File: src/design/deq_pkg.sv
// shared types and constants for the double-ended queue
package deq_pkg;

  localparam int unsigned DEPTH_DEFAULT = 16;
  localparam int unsigned WORD_W = 32;

  typedef enum logic [1:0] {
    MODE_PUSH_FRONT = 2'd0,
    MODE_PUSH_BACK  = 2'd1,
    MODE_POP_FRONT  = 2'd2,
    MODE_POP_BACK   = 2'd3
  } mode_t;

  typedef struct packed {
    mode_t                     mode;
    logic signed [WORD_W-1:0]  push_value;
  } request_t;

  typedef struct packed {
    logic                      ok;
    logic signed [WORD_W-1:0]  popped_value;
    logic                      now_empty;
  } response_t;

  // controller to datapath
  typedef struct packed {
    logic accept;
    logic load_pop;
  } deq_cmd_t;

  // datapath to controller
  typedef struct packed {
    logic pop_op;
  } deq_status_t;

endpackage

File: src/design/double_ended_queue.sv
// top level of the bounded double-ended queue of signed words
// A bounded double-ended queue of signed 32-bit words held in a ring buffer of
// DEPTH entries. Each request beat carries a mode (push front, push back, pop
// front, pop back) and a word for pushes; each produces exactly one response
// beat with ok, the popped word (zero for pushes and refused pops) and whether
// the queue is empty afterwards. A push into a full queue or a pop from an
// empty one is refused and leaves the contents untouched. A push result goes
// straight to the output register; a pop first waits in a read state, as the
// entry ram has a registered read port and the popped word comes from it.
// The response sits in an output register, so a new request is taken in the
// same cycle the previous response is taken downstream. The entry ram is not
// cleared at reset, while the head index and fill count are.
module double_ended_queue #(
  parameter int unsigned DEPTH = deq_pkg::DEPTH_DEFAULT
) (
  input  logic               clk,
  input  logic               rst,
  input  logic               request_valid,
  output logic               request_stall,
  input  deq_pkg::request_t  request,
  output logic               response_valid,
  input  logic               response_stall,
  output deq_pkg::response_t response
);

  deq_pkg::deq_cmd_t    cmd;
  deq_pkg::deq_status_t status;

  // handshake sequencing
  deq_ctrl u_ctrl (
    .clk            (clk),
    .rst            (rst),
    .request_valid  (request_valid),
    .request_stall  (request_stall),
    .response_valid (response_valid),
    .response_stall (response_stall),
    .status         (status),
    .cmd            (cmd)
  );

  // ring pointers, entry storage and result register
  deq_datapath #(
    .DEPTH (DEPTH)
  ) u_datapath (
    .clk      (clk),
    .rst      (rst),
    .request  (request),
    .cmd      (cmd),
    .status   (status),
    .response (response)
  );

`ifndef NO_ASSERTIONS
  // a pop beat shows its result after the ram read and the read state
  a_pop_latency: assert property (@(posedge clk) disable iff (rst)
    cmd.accept && status.pop_op |=> !response_valid ##1 response_valid)
    else $error("pop result not presented after ram read");

  // a push beat shows its result the next cycle
  a_push_latency: assert property (@(posedge clk) disable iff (rst)
    cmd.accept && !status.pop_op |=> response_valid)
    else $error("push result not presented");

  // a new beat is never taken over a response still waiting
  a_no_overwrite: assert property (@(posedge clk) disable iff (rst)
    cmd.accept |-> (!response_valid || !response_stall))
    else $error("request accepted while response held");

  // refused operations return a zero word
  a_refused_zero: assert property (@(posedge clk) disable iff (rst)
    response_valid && !response.ok |-> response.popped_value == '0)
    else $error("refused operation returned a word");
`endif

endmodule

File: src/design/deq_ram.sv
// generic simple dual-port ram with registered read
module deq_ram #(
  parameter int unsigned WIDTH = 32,
  parameter int unsigned DEPTH = 16,
  localparam int unsigned AW = (DEPTH > 1) ? $clog2(DEPTH) : 1
) (
  input  logic             clk,
  input  logic             wr_en,
  input  logic [AW-1:0]    wr_addr,
  input  logic [WIDTH-1:0] wr_data,
  input  logic             rd_en,
  input  logic [AW-1:0]    rd_addr,
  output logic [WIDTH-1:0] rd_data
);

  logic [WIDTH-1:0] mem [DEPTH];

  always_ff @(posedge clk) begin
    if (wr_en) begin
      mem[wr_addr] <= wr_data;
    end
    if (rd_en) begin
      rd_data <= mem[rd_addr];
    end
  end

endmodule

File: src/design/deq_ctrl.sv
// controller for the double-ended queue: accept, ram read wait, result valid
module deq_ctrl (
  input  logic                 clk,
  input  logic                 rst,
  input  logic                 request_valid,
  output logic                 request_stall,
  output logic                 response_valid,
  input  logic                 response_stall,
  input  deq_pkg::deq_status_t status,
  output deq_pkg::deq_cmd_t    cmd
);

  typedef enum logic {
    ST_IDLE,
    ST_READ
  } state_t;

  state_t state;
  logic   take;
  logic   accept;

  assign take          = response_valid && !response_stall;
  assign request_stall = rst ||
                         !((state == ST_IDLE) && (!response_valid || !response_stall));
  assign accept        = request_valid && !request_stall;

  assign cmd.accept   = accept;
  assign cmd.load_pop = (state == ST_READ);

  always_ff @(posedge clk) begin
    if (rst) begin
      state          <= ST_IDLE;
      response_valid <= 1'b0;
    end else begin
      case (state)
        ST_IDLE: begin
          if (accept && status.pop_op) begin
            // any held result has gone this cycle, the pop result follows the read
            state          <= ST_READ;
            response_valid <= 1'b0;
          end else if (accept) begin
            response_valid <= 1'b1;
          end else if (take) begin
            response_valid <= 1'b0;
          end
        end
        ST_READ: begin
          response_valid <= 1'b1;
          state          <= ST_IDLE;
        end
        default: begin
          state <= ST_IDLE;
        end
      endcase
    end
  end

endmodule

File: src/design/deq_datapath.sv
// datapath: ring pointers, entry ram and result register
module deq_datapath #(
  parameter int unsigned DEPTH = deq_pkg::DEPTH_DEFAULT,
  localparam int unsigned IW = (DEPTH > 1) ? $clog2(DEPTH) : 1,
  localparam int unsigned CW = $clog2(DEPTH + 1)
) (
  input  logic                 clk,
  input  logic                 rst,
  input  deq_pkg::request_t    request,
  input  deq_pkg::deq_cmd_t    cmd,
  output deq_pkg::deq_status_t status,
  output deq_pkg::response_t   response
);

  localparam logic [IW-1:0] LAST_IDX = IW'(DEPTH - 1);
  localparam logic [CW-1:0] FULL_CNT = CW'(DEPTH);
  localparam logic [CW:0]   WRAP     = (CW + 1)'(DEPTH);

  logic [IW-1:0] head;
  logic [CW-1:0] count;
  logic          pend_ok;

  logic          is_pop;
  logic          full;
  logic          empty;
  logic [IW-1:0] head_dec;
  logic [IW-1:0] head_inc;
  logic [CW:0]   back_sum;
  logic [CW:0]   last_sum;
  logic [IW-1:0] back_idx;
  logic [IW-1:0] last_idx;
  logic          op_ok;

  logic                      wr_en;
  logic [IW-1:0]             wr_addr;
  logic                      rd_en;
  logic [IW-1:0]             rd_addr;
  logic [deq_pkg::WORD_W-1:0] rd_data;

  assign is_pop        = request.mode[1];
  assign status.pop_op = is_pop;

  assign full  = (count == FULL_CNT);
  assign empty = (count == '0);

  assign head_dec = (head == '0) ? LAST_IDX : head - IW'(1);
  assign head_inc = (head == LAST_IDX) ? '0 : head + IW'(1);

  // ring offsets; back_sum stays below twice the depth, last_sum too unless empty
  assign back_sum = (CW + 1)'(head) + (CW + 1)'(count);
  assign last_sum = back_sum - (CW + 1)'(1);
  assign back_idx = (back_sum >= WRAP) ? IW'(back_sum - WRAP) : IW'(back_sum);
  assign last_idx = (last_sum >= WRAP) ? IW'(last_sum - WRAP) : IW'(last_sum);

  assign op_ok = is_pop ? !empty : !full;

  always_comb begin
    wr_en   = 1'b0;
    wr_addr = back_idx;
    rd_en   = 1'b0;
    rd_addr = head;
    case (request.mode)
      deq_pkg::MODE_PUSH_FRONT: begin
        wr_en   = cmd.accept && !full;
        wr_addr = head_dec;
      end
      deq_pkg::MODE_PUSH_BACK: begin
        wr_en   = cmd.accept && !full;
        wr_addr = back_idx;
      end
      deq_pkg::MODE_POP_FRONT: begin
        rd_en   = cmd.accept && !empty;
        rd_addr = head;
      end
      deq_pkg::MODE_POP_BACK: begin
        rd_en   = cmd.accept && !empty;
        rd_addr = last_idx;
      end
      default: begin
        wr_en = 1'b0;
        rd_en = 1'b0;
      end
    endcase
  end

  deq_ram #(
    .WIDTH (deq_pkg::WORD_W),
    .DEPTH (DEPTH)
  ) u_ram (
    .clk     (clk),
    .wr_en   (wr_en),
    .wr_addr (wr_addr),
    .wr_data (request.push_value),
    .rd_en   (rd_en),
    .rd_addr (rd_addr),
    .rd_data (rd_data)
  );

  // pointers
  always_ff @(posedge clk) begin
    if (rst) begin
      head    <= '0;
      count   <= '0;
      pend_ok <= 1'b0;
    end else if (cmd.accept) begin
      pend_ok <= is_pop && !empty;
      if (op_ok) begin
        case (request.mode)
          deq_pkg::MODE_PUSH_FRONT: begin
            head  <= head_dec;
            count <= count + CW'(1);
          end
          deq_pkg::MODE_PUSH_BACK: begin
            count <= count + CW'(1);
          end
          deq_pkg::MODE_POP_FRONT: begin
            head  <= head_inc;
            count <= count - CW'(1);
          end
          deq_pkg::MODE_POP_BACK: begin
            count <= count - CW'(1);
          end
          default: begin
            count <= count;
          end
        endcase
      end
    end
  end

  // result register
  always_ff @(posedge clk) begin
    if (cmd.accept) begin
      response.ok           <= op_ok;
      response.popped_value <= '0;
      response.now_empty    <= is_pop && (count < CW'(2));
    end else if (cmd.load_pop && pend_ok) begin
      response.popped_value <= rd_data;
    end
  end

endmodule
File: config.mk
export PLATFORM = sky130hd
export DESIGN_NAME = double_ended_queue
export DESIGN_NICKNAME = d
export VERILOG_FILES = /design/src/design/deq_pkg.sv /design/src/design/double_ended_queue.sv /design/src/design/deq_ram.sv /design/src/design/deq_ctrl.sv /design/src/design/deq_datapath.sv
export SDC_FILE = /design/constraint.sdc
export NUM_CORES = 1
export LEC_CHECK = 0
export BUFFER_PORTS_ARGS = -buffer_cell sky130_fd_sc_hd__buf_2
export CAP_MARGIN = 20
export CORE_MARGIN = 8
export CORE_UTILIZATION = 35
export CTS_BUF_LIST = sky130_fd_sc_hd__clkbuf_4 sky130_fd_sc_hd__clkbuf_8
export DETAILED_ROUTE_END_ITERATION = 10
export GPL_ROUTABILITY_DRIVEN = 1
export GPL_TIMING_DRIVEN = 0
export SLEW_MARGIN = 20
export SYNTH_ARGS = -nofsm -noshare
export SYNTH_HDL_FRONTEND = slang
export SYNTH_HIERARCHICAL = 1
export SYNTH_SLANG_ARGS = --single-unit
File: constraint.sdc
create_clock -name clk -period 5.5 [get_ports clk]
set_input_delay 0.55 -clock clk [delete_from_list [all_inputs] [get_ports clk]]
set_output_delay 0.55 -clock clk [all_outputs]
set_load 0.01 [all_outputs]
**Word-level counts from Yosys, hierarchy flattened**

Memory sizes are Yosys's and may differ from the RTL's. A register that Yosys moved wholly into a read port is not among the register bits.
Cells that the tools add are included.

- Multiplexer cells: 19
- Equality and inequality tests: 6
- Bitwise logic cells: 1
- $add $sub $neg: 8
- Reductions and logical operators: 25
- Order comparisons: 3

Operator list:

| operator | count |
|---|---|
| 4-bit 2-to-1 mux | 6 |
| 6-bit by 5-bit greater-or-equal comparator with 1-bit output (second input constant) | 2 |
| 4-bit by 1-bit subtractor with 4-bit output (second input constant) | 3 |
| 5-bit one-hot mux with 2 select lines | 1 |
| 1-bit logical AND | 9 |
| 1-bit 2-to-1 mux | 9 |
| 4-bit one-hot mux with 2 select lines | 1 |
| 4-bit by 5-bit adder with 6-bit output | 1 |
| 1-bit zero test | 6 |
| 6-bit by 1-bit subtractor with 6-bit output (second input constant) | 1 |
| 5-bit by 1-bit adder with 5-bit output (second input constant) | 1 |
| 5-bit == test (second input constant) | 1 |
| 5-bit zero test | 1 |
| 5-bit by 2-bit < comparator with 1-bit output (second input constant) | 1 |
| 5-bit by 1-bit subtractor with 5-bit output (second input constant) | 1 |
| 4-bit by 1-bit adder with 4-bit output (second input constant) | 1 |
| 2-bit == test (second input constant) | 2 |
| 4-bit == test (second input constant) | 1 |
| 4-bit zero test | 1 |
| 4-bit by 2-bit != test with 1-bit output (second input constant) | 1 |
| 1-bit one-hot mux with 2 select lines | 2 |
| 2-bit OR reduction | 2 |
| 3-bit AND reduction | 1 |
| 2-bit by 1-bit == test with 1-bit output (second input constant) | 1 |
| 5 further kinds | 6 |

- Memories kept: 1
- Input bits: 38
- Logic and storage cells: 71
- Register bits: 46
- RAM bits: 512

Memories:

| memory | depth | width | read ports | clocked after memory_dff | wr ports | line | source |
|---|---|---|---|---|---|---|---|
| u_datapath.u_ram.mem | 16 | 32 | 1 | 1 | 1 | deq_ram.sv:16 | `logic [WIDTH-1:0] mem [DEPTH];` |

**Depth between registers and ports, before layout**

Gate-level depths: netlist of the first run.

- Depth after elaboration: 11
- Mapped depth: 13
- Depth with buffers taken out: 11

**Modules after synthesis**

Netlist of the first run, hierarchy kept.

Modules (own cells, without submodules):

| module | instances | sequential area each (µm²) | cells each | area each (µm²) |
|---|---|---|---|---|
| deq_ram | 1 | 16335.7 | 838 | 20155.6 |
| deq_datapath | 1 | 900.9 | 272 | 2170.8 |
| deq_ctrl | 1 | 40.0 | 12 | 105.1 |

**Worst setup path after synthesis of the first run**

OpenSTA, ideal clock, no wires.

- Path kind: input port to flip-flop
- Start point: input response_stall
- End point: memory u_datapath.u_ram.mem[0][0], enable pin
- Library setup time: 0.461 ns
- Stages on the path: 8
- Path slack: 0.724 ns
- Arrival time: 4.315 ns
- Cells stage by stage: a211oi_2 -> and2_2 -> buf_4 -> buf_2 -> inv_1 -> a211oi_1 -> or3b_2 -> nor3_1

- Word-level cells in the longest chain between the ends: 11

Ends and longest elaborated chain:

| item | line | source |
|---|---|---|
| start: declaration | double_ended_queue.sv:22 | `input logic response_stall,` |
| 1-bit zero test | deq_ctrl.sv:24 | `!((state == ST_IDLE) && (!response_valid \|\| !response_stall));` |
| 1-bit logical OR | deq_ctrl.sv:24 |  |
| 1-bit logical AND | deq_ctrl.sv:24 |  |
| 1-bit zero test | deq_ctrl.sv:24 |  |
| 1-bit logical OR | deq_ctrl.sv:23 | `assign request_stall = rst \|\|` |
| 1-bit zero test | deq_ctrl.sv:25 | `assign accept = request_valid && !request_stall;` |
| 1-bit logical AND | deq_ctrl.sv:25 |  |
| via u_ctrl.accept | deq_ctrl.sv:20 | `logic accept;` |
| 1-bit logical AND | deq_datapath.sv:64, deq_datapath.sv:68 |  |
| 1-bit 2-to-1 mux | -- |  |
| via u_datapath.wr_en | deq_datapath.sv:34 | `logic wr_en;` |
| 1-bit 2-to-1 mux | deq_ram.sv:19 | `if (wr_en) begin` |
| 1-bit 2-to-1 mux (implied by the code) | deq_ram.sv:20 | `mem[wr_addr] <= wr_data;` |
| end: declaration | deq_ram.sv:16 |  |

The timed path passes the listed nets, and every way through them passes these cells.

**Worst setup path in the final report of the first run**

- Start point: register u_datapath.head[1]
- End point: register u_datapath.u_ram.rd_data[9] (read register of u_datapath.u_ram.mem), data pin

- Word-level cells in the longest chain between the ends: 5
- Elaborated cells on any way between the ends: 6
- Those cells by class: add/sub (3); order compare (1); mux (2)

Ends and longest elaborated chain:

| item | line | source |
|---|---|---|
| start: declaration | deq_datapath.sv:19 | `logic [IW-1:0] head;` |
| start signal: assignment | deq_datapath.sv:117 | `head <= head_inc;` |
| 4-bit by 5-bit adder with 6-bit output | deq_datapath.sv:50 | `assign back_sum = (CW + 1)'(head) + (CW + 1)'(count);` |
| 6-bit by 1-bit subtractor with 6-bit output | deq_datapath.sv:51 | `assign last_sum = back_sum - (CW + 1)'(1);` |
| 6-bit by 5-bit greater-or-equal comparator with 1-bit output / 4-bit by 1-bit subtractor with 4-bit output (equally long branches) | deq_datapath.sv:53 | `assign last_idx = (last_sum >= WRAP) ? IW'(last_sum - WRAP) : IW'(last_sum);` |
| 4-bit 2-to-1 mux | deq_datapath.sv:53 |  |
| 4-bit 2-to-1 mux * | deq_datapath.sv:62 | `case (request.mode)` |
| via u_datapath.rd_addr[1] | deq_datapath.sv:37 | `logic [IW-1:0] rd_addr;` |
| end: declaration | deq_ram.sv:13 | `output logic [WIDTH-1:0] rd_data` |

The timed path passes the listed nets; every way through them passes the cells marked *.
A chain may end at the register's enable or synchronous reset.

==> metrics.md, run 1 <==
| Metric | Value |
|---|---|
| Setup_tns | `0 ns` |
| CTS H-tree lvls | `3` |
| Final setup vio count | `0` |
| Worst path cell trace | `inv_1 -> fa_1 -> ha_1 -> o21ai_0 -> buf_2 -> buf_1 -> mux4_2 -> a22oi_1 -> nand2_1` |
| P&R area growth vs syn | `17.5%` |
| Fin. max-slew vios | `0` |
| CP endpoint kind | `flop` |
| Placed insts | `2081` |
| Total clock sinks | `590` |
| Hold_buf cts | `0` |
| First-pass GRT wire length | `75600 um` |
| Net Count, Synth | `1172` |
| Asr flop ratio synth | `0` |
| Synth top cells by count | `edfxtp_1 (546), mux4_2 (128), nand2_1 (111), a22oi_1 (64), dfxtp_1 (44)` |
| Avg WL per Cell | `22.6 um` |
| Tot GR Track Use | `0.138` |
| I/O Pins | `74` |
| Share of layout cells above drive strength 1 | `0.313` |
| Footprint of the multi-input gates | `4920 sq um` |
| Post-Layout Cell Count | `2259` |
| RSZ-0062 raised after global routing | `no` |
| Ranking of synthesized cells by area | `edfxtp_1 (73%), mux4_2 (13%), dfxtp_1 (3.9%), a22oi_1 (2.1%), nand2_1 (1.9%)` |
| DRC viols | `0` |
| Latest clock arrival within the worst-skew pair | `0.67 ns` |
| DRC marker count from the first detailed-route iteration | `810` |
| Power per standard cell area | `360 nW/um^2` |
| Worst-Margin Slew | `0.893 ns` |
| CTS tree | `done` |
| CTS max path bufs | `3` |
| Slowest-stage cell, CP | `buf_1` |
| Final WS setup | `1.40 ns` |
| Clock slew at reported path FFs | `0.06 ns` |
| Post-synthesis compound-gate area fraction | `0.0393` |
| Die area | `72400 sq um` |
| Initial Util | `0.351` |
| DR vias/cell | `5.03` |
| Core area | `63900 sq um` |
| Seq/Total Area, Yosys | `0.770` |
| Routability congestion estimate | `0.740` |
| Area leader, netlist | `edfxtp_1` |
| Post-synth EDFFs | `546` |
| Data arrival, critical path | `4.48 ns` |
| Gr ovfl total | `0` |
| Cells after Synth | `1122` |
| Simple-gate share of the synthesized area | `0.0320` |
| WP buf/inv | `3` |
| Status | `finished clean` |
| IO Port Bufs | `72` |
| Place WS | `1.38 ns` |
| Final min period | `4.10 ns` |
| Period utilization | `0.745` |
| Max incr delay on CP | `0.69 ns` |
| WL final | `51000 um` |
| Worst endpoint required time | `5.89 ns` |
| Achievable frequency | `0.244 GHz` |
| Die H | `269 um` |
| Worst slew margin | `0.398` |
| Die X | `269 um` |
| Post-synthesis average cell area | `20.0 sq um` |
| Vias | `11.4k` |
| Top-count cell post-synth | `edfxtp_1` |
| Fillers | `5658` |
| Yosys cell types | `43` |
| P_leak | `0.00846 uW` |
| Fin. Hold Viols | `0` |
| Worst Skew | `0.0306 ns` |
| Max Cap Viol | `0` |
| Row count | `93` |
| Initial antenna violation count | `2` |
| Sequential cell area | `17300 sq um` |
| Area share of the largest cell type after synthesis | `0.731` |
| Crit Path Max Fanout | `10` |
| Worst hold-check path type | `primary input to flop` |
| Xor/xnor share of the synthesized area | `0.00390` |
| Largest family of logic cells by synthesized area | `multiplexers` |
| Vias in the first global route | `11.9k` |
| CTS buffer count | `96` |
| Cts repair resizes | `0` |
| Routed Antenna Nets | `0` |
| Ys Warns | `6` |
| Total power | `9500 uW` |
| Synth Area in Adders | `0.00736` |
| Post-CTS Setup Bufs | `0` |
| Mapped cell area | `22400 sq um` |
| Startpoint Class | `flop` |
| Final net count | `1374` |
| Max VDD drop | `161 uV` |
| CP top delay family | `buffers and inverters` |
| Largest net degree at the start of global routing | `19` |
| Yosys reg bits | `590` |
| Setup CP Type | `flop to flop` |
| Clock Tree Root | `clkbuf_8` |
| Predominant post-synthesis flop cell | `edfxtp_1` |
| First-pass iteration count of the detailed router | `5` |
| Hpwl dp | `33400 um` |
| Multiplexer area fraction after synthesis | `0.131` |
[cells by family after synthesis]
group	count (synthesis)
adder cells (fa/ha/maj)	12
AND/OR/NAND/NOR	166
multiplexers	134
AO/OA/AOI/OAI	134
buffers and inverters	76
XOR/XNOR	10
flip-flops	590
[through the flow]
stage / util / area [sq um] / hold WS, ns
4_1_cts: 0.413 / 26400 / 0.0512
2_1_floorplan: - / 22400 / 0.453
6_report: 0.413 / 26400 / 0.110
5_1_grt: 0.413 / 26400 / 0.0606
3_5_place_dp: 0.383 / 24400 / 0.446
3_3_place_gp: 0.374 / 23900 / 0.444
[flip-flops by register name (all words and copies together), names as in the netlist]
| signal | flops |
|---|---|
| u_ctrl/response_valid | 1 |
| u_datapath/head | 4 |
| u_datapath/pend_ok | 1 |
| u_datapath/count | 5 |
| u_datapath/response | 34 |
| u_datapath/u_ram/mem | 512 |
| u_ctrl/state | 1 |
| u_datapath/u_ram/rd_data | 32 |
[layout by cell type, fill, tap and decap left out, drive strengths merged, types with 10 or more instances in the layout]
master	netlist	layout
clkinv	0	25
nand2	111	111
mux4	128	128
clkbuf	29	175
a22oi	64	64
o21ai	11	11
inv	11	12
dfxtp	44	44
edfxtp	546	546
nor2	24	24
a21oi	43	43
ha	10	10
buf	36	140
[power breakdown]
group	switching, uW	total [uW]	internal, uW
Combinational	476	792	316
Clock	1660	3740	2080
Sequential	14.8	4970	4960
Total	2150	9500	7360
[path summary, 6_finish.rpt]
kind	from	end	slack [ns]	cells after the start
hold / removal	rst	u_ctrl/response_valid	0.11	2
setup / recovery	u_datapath/head[1]	u_datapath/u_ram/rd_data[9]	1.40	9
hold reg to reg	u_datapath/response[5]	u_datapath/response[5]	0.45	2
setup reg to reg	u_datapath/head[1]	u_datapath/u_ram/rd_data[9]	1.40	9
[area by class of cell]
class | instances | share of cell area
buffer | 65 | 0.0121
clock buffer | 146 | 0.0667
antenna | 2 | 0.000190
timing repair buffer | 104 | 0.0310
tap | 855 | 0.0406
inverter | 11 | 0.00157
clock inverter | 30 | 0.00617
sequential | 590 | 0.655
multi-input combinational | 456 | 0.186
[routing by layer]
layer / up-vias / track usage / share of wire
li1: 4968 / - / -
met1: 6034 / 0.177 / 0.43
met2: 287 / 0.229 / 0.49
met3: 63 / 0.0389 / 0.059
met4: 0 / 0.0352 / 0.016
met5: - / 0 / 0
(Power assumes the default switching activity.)
==> run 2, diff against run 1 <==
clock period = 4.1 ns   (was 5.5 ns; I/O delays follow)
==> run 2 against run 1 <==
Effect of this change:
- power increased by 34%
- sequential power is 34% higher
- first-iteration DRC count increased by 9.1%
- largest power group unchanged
- sequential share of layout area is 0.44 points lower
==> metrics.md, run 2 (synthesized netlist as in run 1, its figures left out) <==
| Metric | Value |
|---|---|
| Status | `finished clean` |
| Reg-to-reg slack, setup | `0.16 ns (-1.25 ns)` |
| CTS tree | `done` |
| R2r endpoint | `u_datapath/u_ram/mem[7][10]` |
| Hpwl dp | `33500 um (+0.34%)` |
| Fillers | `5676 (+0.32%)` |
| Instance area at placement | `24500 sq um (+0.40%)` |
| IO Port Bufs | `72 (unchanged)` |
| Worst endpoint required time | `4.45 ns (-1.44 ns)` |
| Worst hold-check path type | `primary input to flop` |
| CTS buffer count | `94 (-2.1%)` |
| Data arrival, critical path | `4.29 ns (-0.19 ns)` |
| Design area | `26500 sq um (+0.68%)` |
| P&R area growth vs syn | `18.3%` |
| First-pass GRT wire length | `77200 um (+2.2%)` |
| Power per standard cell area | `481 nW/um^2 (+33%)` |
| Largest regs | `u_datapath/u_ram/mem (512), u_datapath/response (34), u_datapath/u_ram/rd_data (32)` |
| Die X | `269 um (unchanged)` |
| Startpoint Class | `flop` |
| Vias in the first global route | `12.0k (+0.75%)` |
| Period utilization | `0.962 (+0.217)` |
| Gr ovfl total | `0 (unchanged)` |
| Final min period | `3.94 ns (-0.153 ns)` |
| Final Util | `0.416 (+0.00282)` |
| Largest register by flop count | `u_datapath/u_ram/mem` |
| CTS max path bufs | `3 (unchanged)` |
| Largest net degree at the start of global routing | `19 (unchanged)` |
| Max VDD drop | `243 uV (+51%)` |
| CTS H-tree lvls | `3 (unchanged)` |
| Avg WL per Cell | `23.0 um (+1.9%)` |
| Clock Tree Root | `clkbuf_8` |
| Crit Path Max Fanout | `18 (+8)` |
| Achievable frequency | `0.254 GHz (+3.9%)` |
| Worst Hold End | `u_datapath/u_ram/mem[14][29]` |
| Worst slew margin | `0.260 (-0.138)` |
| DR vias/cell | `5.07 (+0.82%)` |
| Share of layout cells above drive strength 1 | `0.320 (+0.00710)` |
| Vias | `11.4k (+0.69%)` |
| Fin. Hold Viols | `0 (unchanged)` |
| Initial Util | `0.351 (unchanged)` |
| DRC viols | `0 (unchanged)` |
| Total clock sinks | `590 (unchanged)` |
| Setup CP Type | `flop to flop` |
| Initial antenna violation count | `5 (+3)` |
| Most common cell after layout, fill and taps aside | `edfxtp_1` |
| R2R depth | `6 (-3)` |
| Hold Crit Depth | `1 (-1)` |
| I/O Pins | `74 (unchanged)` |
| First-pass iteration count of the detailed router | `5 (unchanged)` |
| Placed insts | `2076 (-0.24%)` |
| Routed Antenna Nets | `0 (unchanged)` |
| Most frequent cells in the layout | `edfxtp_1 (546), mux4_2 (128), nand2_1 (111)` |
| Worst Skew | `0.0204 ns (-0.0102 ns)` |
| Die H | `269 um (unchanged)` |
| P_leak | `0.00852 uW (+0.77%)` |
| RSZ-0062 raised after global routing | `no` |
| Max FFs per register | `512 (unchanged)` |
| Latest clock arrival within the worst-skew pair | `0.67 ns (about the same)` |
| CP Launch Point | `u_datapath/head[1]` |
| Die area | `72400 sq um (unchanged)` |
| DRC marker count from the first detailed-route iteration | `884 (+9.1%)` |
| Worst-Margin Slew | `1.08 ns (+0.186 ns)` |
| Max Cap Viol | `0 (unchanged)` |
| Final setup vio count | `0 (unchanged)` |
| Tot GR Track Use | `0.141 (+0.00365)` |
| Row count | `93 (unchanged)` |
| R2R Path Start | `u_datapath/head[1]` |
| WL final | `51900 um (+1.8%)` |
| Clock slew at reported path FFs | `0.06 ns (about the same)` |
| Post-Layout Cell Count | `2256 (-0.13%)` |
| CP endpoint kind | `flop` |
| Fin. max-slew vios | `0 (unchanged)` |
| Routability congestion estimate | `0.754 (+2.0%)` |
| Final net count | `1373 (-0.073%)` |
| Core area | `63900 sq um (unchanged)` |
| Hold Startpoint | `request[29]` |
run 2: cell count changes in the layout (fill, tap and decap cells not counted), moves of 7 or more:
cell | previous run | this run
buf_4 | 29 | 14
buf_8 | 0 | 9
clkbuf_2 | 0 | 12
buf_1 | 11 | 1
clkbuf_4 | 40 | 33
run 2: area by class of cell:
type / instances / area [sq um] / share of cell area
Clock buffer: 137 / 1680 / 0.0633
Clock inverter: 35 / 235 / 0.00886
Timing Repair Buffer: 105 / 956 / 0.0360
Sequential cell: 590 / 17300 / 0.651
Inverter: 11 / 41.3 / 0.00156
Multi-Input combinational cell: 456 / 4940 / 0.186
Buffer: 65 / 342 / 0.0129
Tap cell: 855 / 1070 / 0.0403
Antenna cell: 2 / 5.00 / 0.000189
run 2: repair_timing:
action,CTS,global route
setup buffers,0,3
endpoints found under the hold margin,2,0
resized for setup,3,20
endpoints found under the setup margin,9,51
pin swaps,0,2
hold buffers,3,0
run 2: critical path, stage by stage, from the launching register on:
cell     delay [ns]
dfxtp_1        0.53
inv_1          0.21
fa_1           0.58
mux2i_1        0.83
nand2_1        0.50
nor2_4         0.67
buf_12         0.28
run 2: metrics by stage:
stage                     total power, uW  worst slack [ns]  hold WS [ns]  setup TNS, ns
after floorplan                      7460             0.330         0.453              0
after global placement               7820             -1.78         0.446        -859.73
after detailed placement             7870           -0.0464         0.445         -0.585
after CTS                           12900           0.00596        0.0461              0
after global routing                13200            0.0145        0.0674              0
final                               12800             0.158         0.107              0
run 2: worst max path at each step:
stage                                    to  slack, ns  cells after the start
4_1_cts        u_datapath/u_ram/rd_data[30]      0.006                      9
6_report        u_datapath/u_ram/mem[7][10]       0.16                      6
3_3_place_gp    u_datapath/u_ram/mem[2][13]      -1.78                      9
5_1_grt         u_datapath/u_ram/mem[15][4]       0.01                      6
3_5_place_dp   u_datapath/u_ram/mem[12][13]      -0.05                     12
2_1_floorplan    u_datapath/u_ram/mem[1][0]       0.33                      8
run 2: power breakdown:
group / switching (uW) / internal, uW / total [uW] / leakage, uW
logic: 641 / 430 / 1070 / 0.00225
registers: 20.5 / 6650 / 6670 / 0.00527
clock network: 2260 / 2770 / 5020 / 0.00101
total: 2920 / 9850 / 12800 / 0.00852
run 2: per-layer routing:
layer	share of wire	routed length [um]	global-route usage
met1	0.43	22300	0.190
met2	0.48	24700	0.225
met3	0.073	3800	0.0367
met5	0.00046	24	0
met4	0.020	1020	0.0432
==> run 3, diff against run 2 <==
clock period = 3.31 ns   (was 4.1 ns; I/O delays follow)
==> run 3 against run 2 <==
Effect of this change:
- cell count up 1.6%
- setup slack worse by 0.054 ns
- largest power group unchanged
- non-clock buffer count up 36
==> metrics.md, run 3 (synthesized netlist as in run 1, its figures left out) <==
| Metric | Value |
|---|---|
| Status | `finished clean` |
| Largest register by flop count | `u_datapath/u_ram/mem` |
| P&R area growth vs syn | `21.6%` |
| Placed insts | `2078 (+0.096%)` |
| Initial antenna violation count | `1 (-4)` |
| Fin. Hold Viols | `0 (unchanged)` |
| Row count | `93 (unchanged)` |
| Power per standard cell area | `592 nW/um^2 (+23%)` |
| Clock slew at reported path FFs | `0.06 ns (about the same)` |
| CTS max path bufs | `3 (unchanged)` |
| Worst-Margin Slew | `0.848 ns (-0.232 ns)` |
| Max FFs per register | `512 (unchanged)` |
| Sequential cell area | `17300 sq um (about the same)` |
| Die H | `269 um (unchanged)` |
| CTS buffer count | `94 (unchanged)` |
| Final min period | `3.21 ns (-0.736 ns)` |
| Tot GR Track Use | `0.140 (-0.00100)` |
| Final WS setup | `0.104 ns (-0.0536 ns)` |
| Place WS | `-0.803 ns (-0.757 ns)` |
| Die area | `72400 sq um (unchanged)` |
| R2R depth | `10 (+4)` |
| Post-Layout Cell Count | `2292 (+1.6%)` |
| R2R Path Start | `u_datapath/head[0]` |
| Vias | `11.6k (+1.3%)` |
| CP dominant cell by count | `ha_1` |
| Gr ovfl total | `0 (unchanged)` |
| R2r endpoint | `u_datapath/u_ram/rd_data[15]` |
| Core area | `63900 sq um (unchanged)` |
| Data arrival, critical path | `3.60 ns (-0.69 ns)` |
| Largest regs | `u_datapath/u_ram/mem (512), u_datapath/response (34), u_datapath/u_ram/rd_data (32)` |
| Crit Path Max Fanout | `10 (-8)` |
| CP Launch Point | `u_datapath/head[0]` |
| Period utilization | `0.969 (+0.00704)` |
| Max Cap Viol | `0 (unchanged)` |
| IO Port Bufs | `72 (unchanged)` |
| I/O Pins | `74 (unchanged)` |
| Most frequent cells in the layout | `edfxtp_1 (546), mux4_2 (128), nand2_1 (111)` |
| CTS H-tree lvls | `3 (unchanged)` |
| Routability congestion estimate | `0.741 (-1.7%)` |
| Worst hold-check path type | `primary input to flop` |
| P_leak | `0.00887 uW (+4.1%)` |
| Achievable frequency | `0.312 GHz (+23%)` |
| Setup CP Type | `flop to flop` |
| Final net count | `1409 (+2.6%)` |
| Slowest-stage cell, CP | `fa_1` |
| DR vias/cell | `5.05 (-0.29%)` |
| Worst endpoint required time | `3.70 ns (-0.75 ns)` |
| Worst slew margin | `0.435 (+0.175)` |
| Max incr delay on CP | `0.50 ns (-0.33 ns)` |
| First-pass iteration count of the detailed router | `4 (-1)` |
| First-pass GRT wire length | `77600 um (+0.43%)` |
| DRC viols | `0 (unchanged)` |
| Latest clock arrival within the worst-skew pair | `0.66 ns (about the same)` |
| Die X | `269 um (unchanged)` |
| Worst Skew | `0.0183 ns (-0.00209 ns)` |
| Final Util | `0.427 (+0.0114)` |
| Reg-to-reg slack, setup | `0.10 ns (-0.05 ns)` |
| WL final | `51700 um (-0.35%)` |
| Routed Antenna Nets | `0 (unchanged)` |
| Share of layout cells above drive strength 1 | `0.346 (+0.0259)` |
| Avg WL per Cell | `22.6 um (-1.9%)` |
| Total clock sinks | `590 (unchanged)` |
| Footprint of the multi-input gates | `5020 sq um (+1.5%)` |
| Initial Util | `0.351 (unchanged)` |
| CP endpoint kind | `flop` |
| CP Capture Point | `u_datapath/u_ram/rd_data[15]` |
| Final setup vio count | `0 (unchanged)` |
| DRC marker count from the first detailed-route iteration | `964 (+9.0%)` |
| Worst path cell trace | `ha_1 -> inv_1 -> fa_1 -> ha_1 -> o21ai_2 -> buf_6 -> buf_2 -> mux4_2 -> a22oi_1 -> nand2_1` |
| Most common cell after layout, fill and taps aside | `edfxtp_1` |
| CTS tree | `done` |
| Fin. max-slew vios | `0 (unchanged)` |
| Largest net degree at the start of global routing | `18 (-1)` |
| Fillers | `5522 (-2.7%)` |
| Max VDD drop | `311 uV (+28%)` |
| Startpoint Class | `flop` |
| Vias in the first global route | `12.2k (+1.1%)` |
| Hpwl dp | `33300 um (-0.61%)` |
| Clock Tree Root | `clkbuf_8` |
-- run 3: cell types whose count changed in the layout (fill, tap and decap cells not counted), sizes merged --
cell           delta
buf              +31
bufinv            +3
clkbuf           -21
clkdlybuf4s15     -1
clkinv            +4
diode             -1
dlygate4sd3      +19
inv               +2
-- run 3: power breakdown --
part,switching [uW],internal [uW]
Clock,2850,3620
Sequential,25.4,8240
Combinational,811,590
-- run 3: what timing repair did --
| item | 4_1_cts | 5_1_grt |
|---|---|---|
| hold endpoints to repair | 171 | 0 |
| endpoints found under the setup margin | 454 | 125 |
| buffers inserted | 19 | 0 |
| resized for setup | 52 | 34 |
| pin swaps | 14 | 2 |
| hold buffers | 22 | 0 |
-- run 3: worst max-delay path, delay by kind of cell (launching register included) --
family                     cells  cell delay (ns)
buffers and inverters          3             0.61
and+or+nand+nor                1             0.09
DFF                            1             0.39
adders and majority gates      3             1.03
AOI/OAI and AO/OA              2             0.46
muxes                          1             0.35
-- run 3: per-stage QoR --
| stage | area (sq um) | hold slack, ns | setup TNS, ns | total power [uW] |
|---|---|---|---|---|
| 2_1_floorplan | 22500 | 0.400 | -101.04 | 9250 |
| 3_3_place_gp | 23900 | 0.445 | -968.88 | 9690 |
| 3_5_place_dp | 24600 | 0.447 | -186.96 | 9750 |
| 4_1_cts | 27200 | 0.0000830 | 0 | 16300 |
| 5_1_grt | 27300 | 0.0168 | -0.00470 | 16700 |
| 6_report | 27300 | 0.0450 | 0 | 16100 |
-- run 3: per-layer routing --
metal / global-route usage / wire (um) / up-vias
li1: - / - / 5039
met1: 0.195 / 23100 / 6093
met2: 0.220 / 24600 / 369
met3: 0.0346 / 3140 / 76
met4: 0.0359 / 905 / 2
met5: 0 / 13 / -
-- run 3: final cells by class --
class,instances,area share
multi-input combinational,456,0.184
sequential,590,0.634
buffer,64,0.0150
timing repair buffer,142,0.0532
tap,855,0.0392
clock inverter,44,0.0131
inverter,11,0.00151
clock buffer,129,0.0601
antenna,1,0.0000918
-- run 3: worst min-delay path by stage --
| stage | from | end | slack [ns] | cells after the start |
|---|---|---|---|---|
| global route | request[20] | u_datapath/u_ram/mem[12][20] | 0.02 | 1 |
| CTS | request[20] | u_datapath/u_ram/mem[8][20] | 0.00008 | 1 |
| floorplan | rst | u_ctrl/response_valid | 0.40 | 1 |
| global placement | u_datapath/response[22] | u_datapath/response[22] | 0.44 | 2 |
| detailed placement | u_datapath/response[29] | u_datapath/response[29] | 0.45 | 2 |
| finish | request[12] | u_datapath/u_ram/mem[7][12] | 0.04 | 1 |
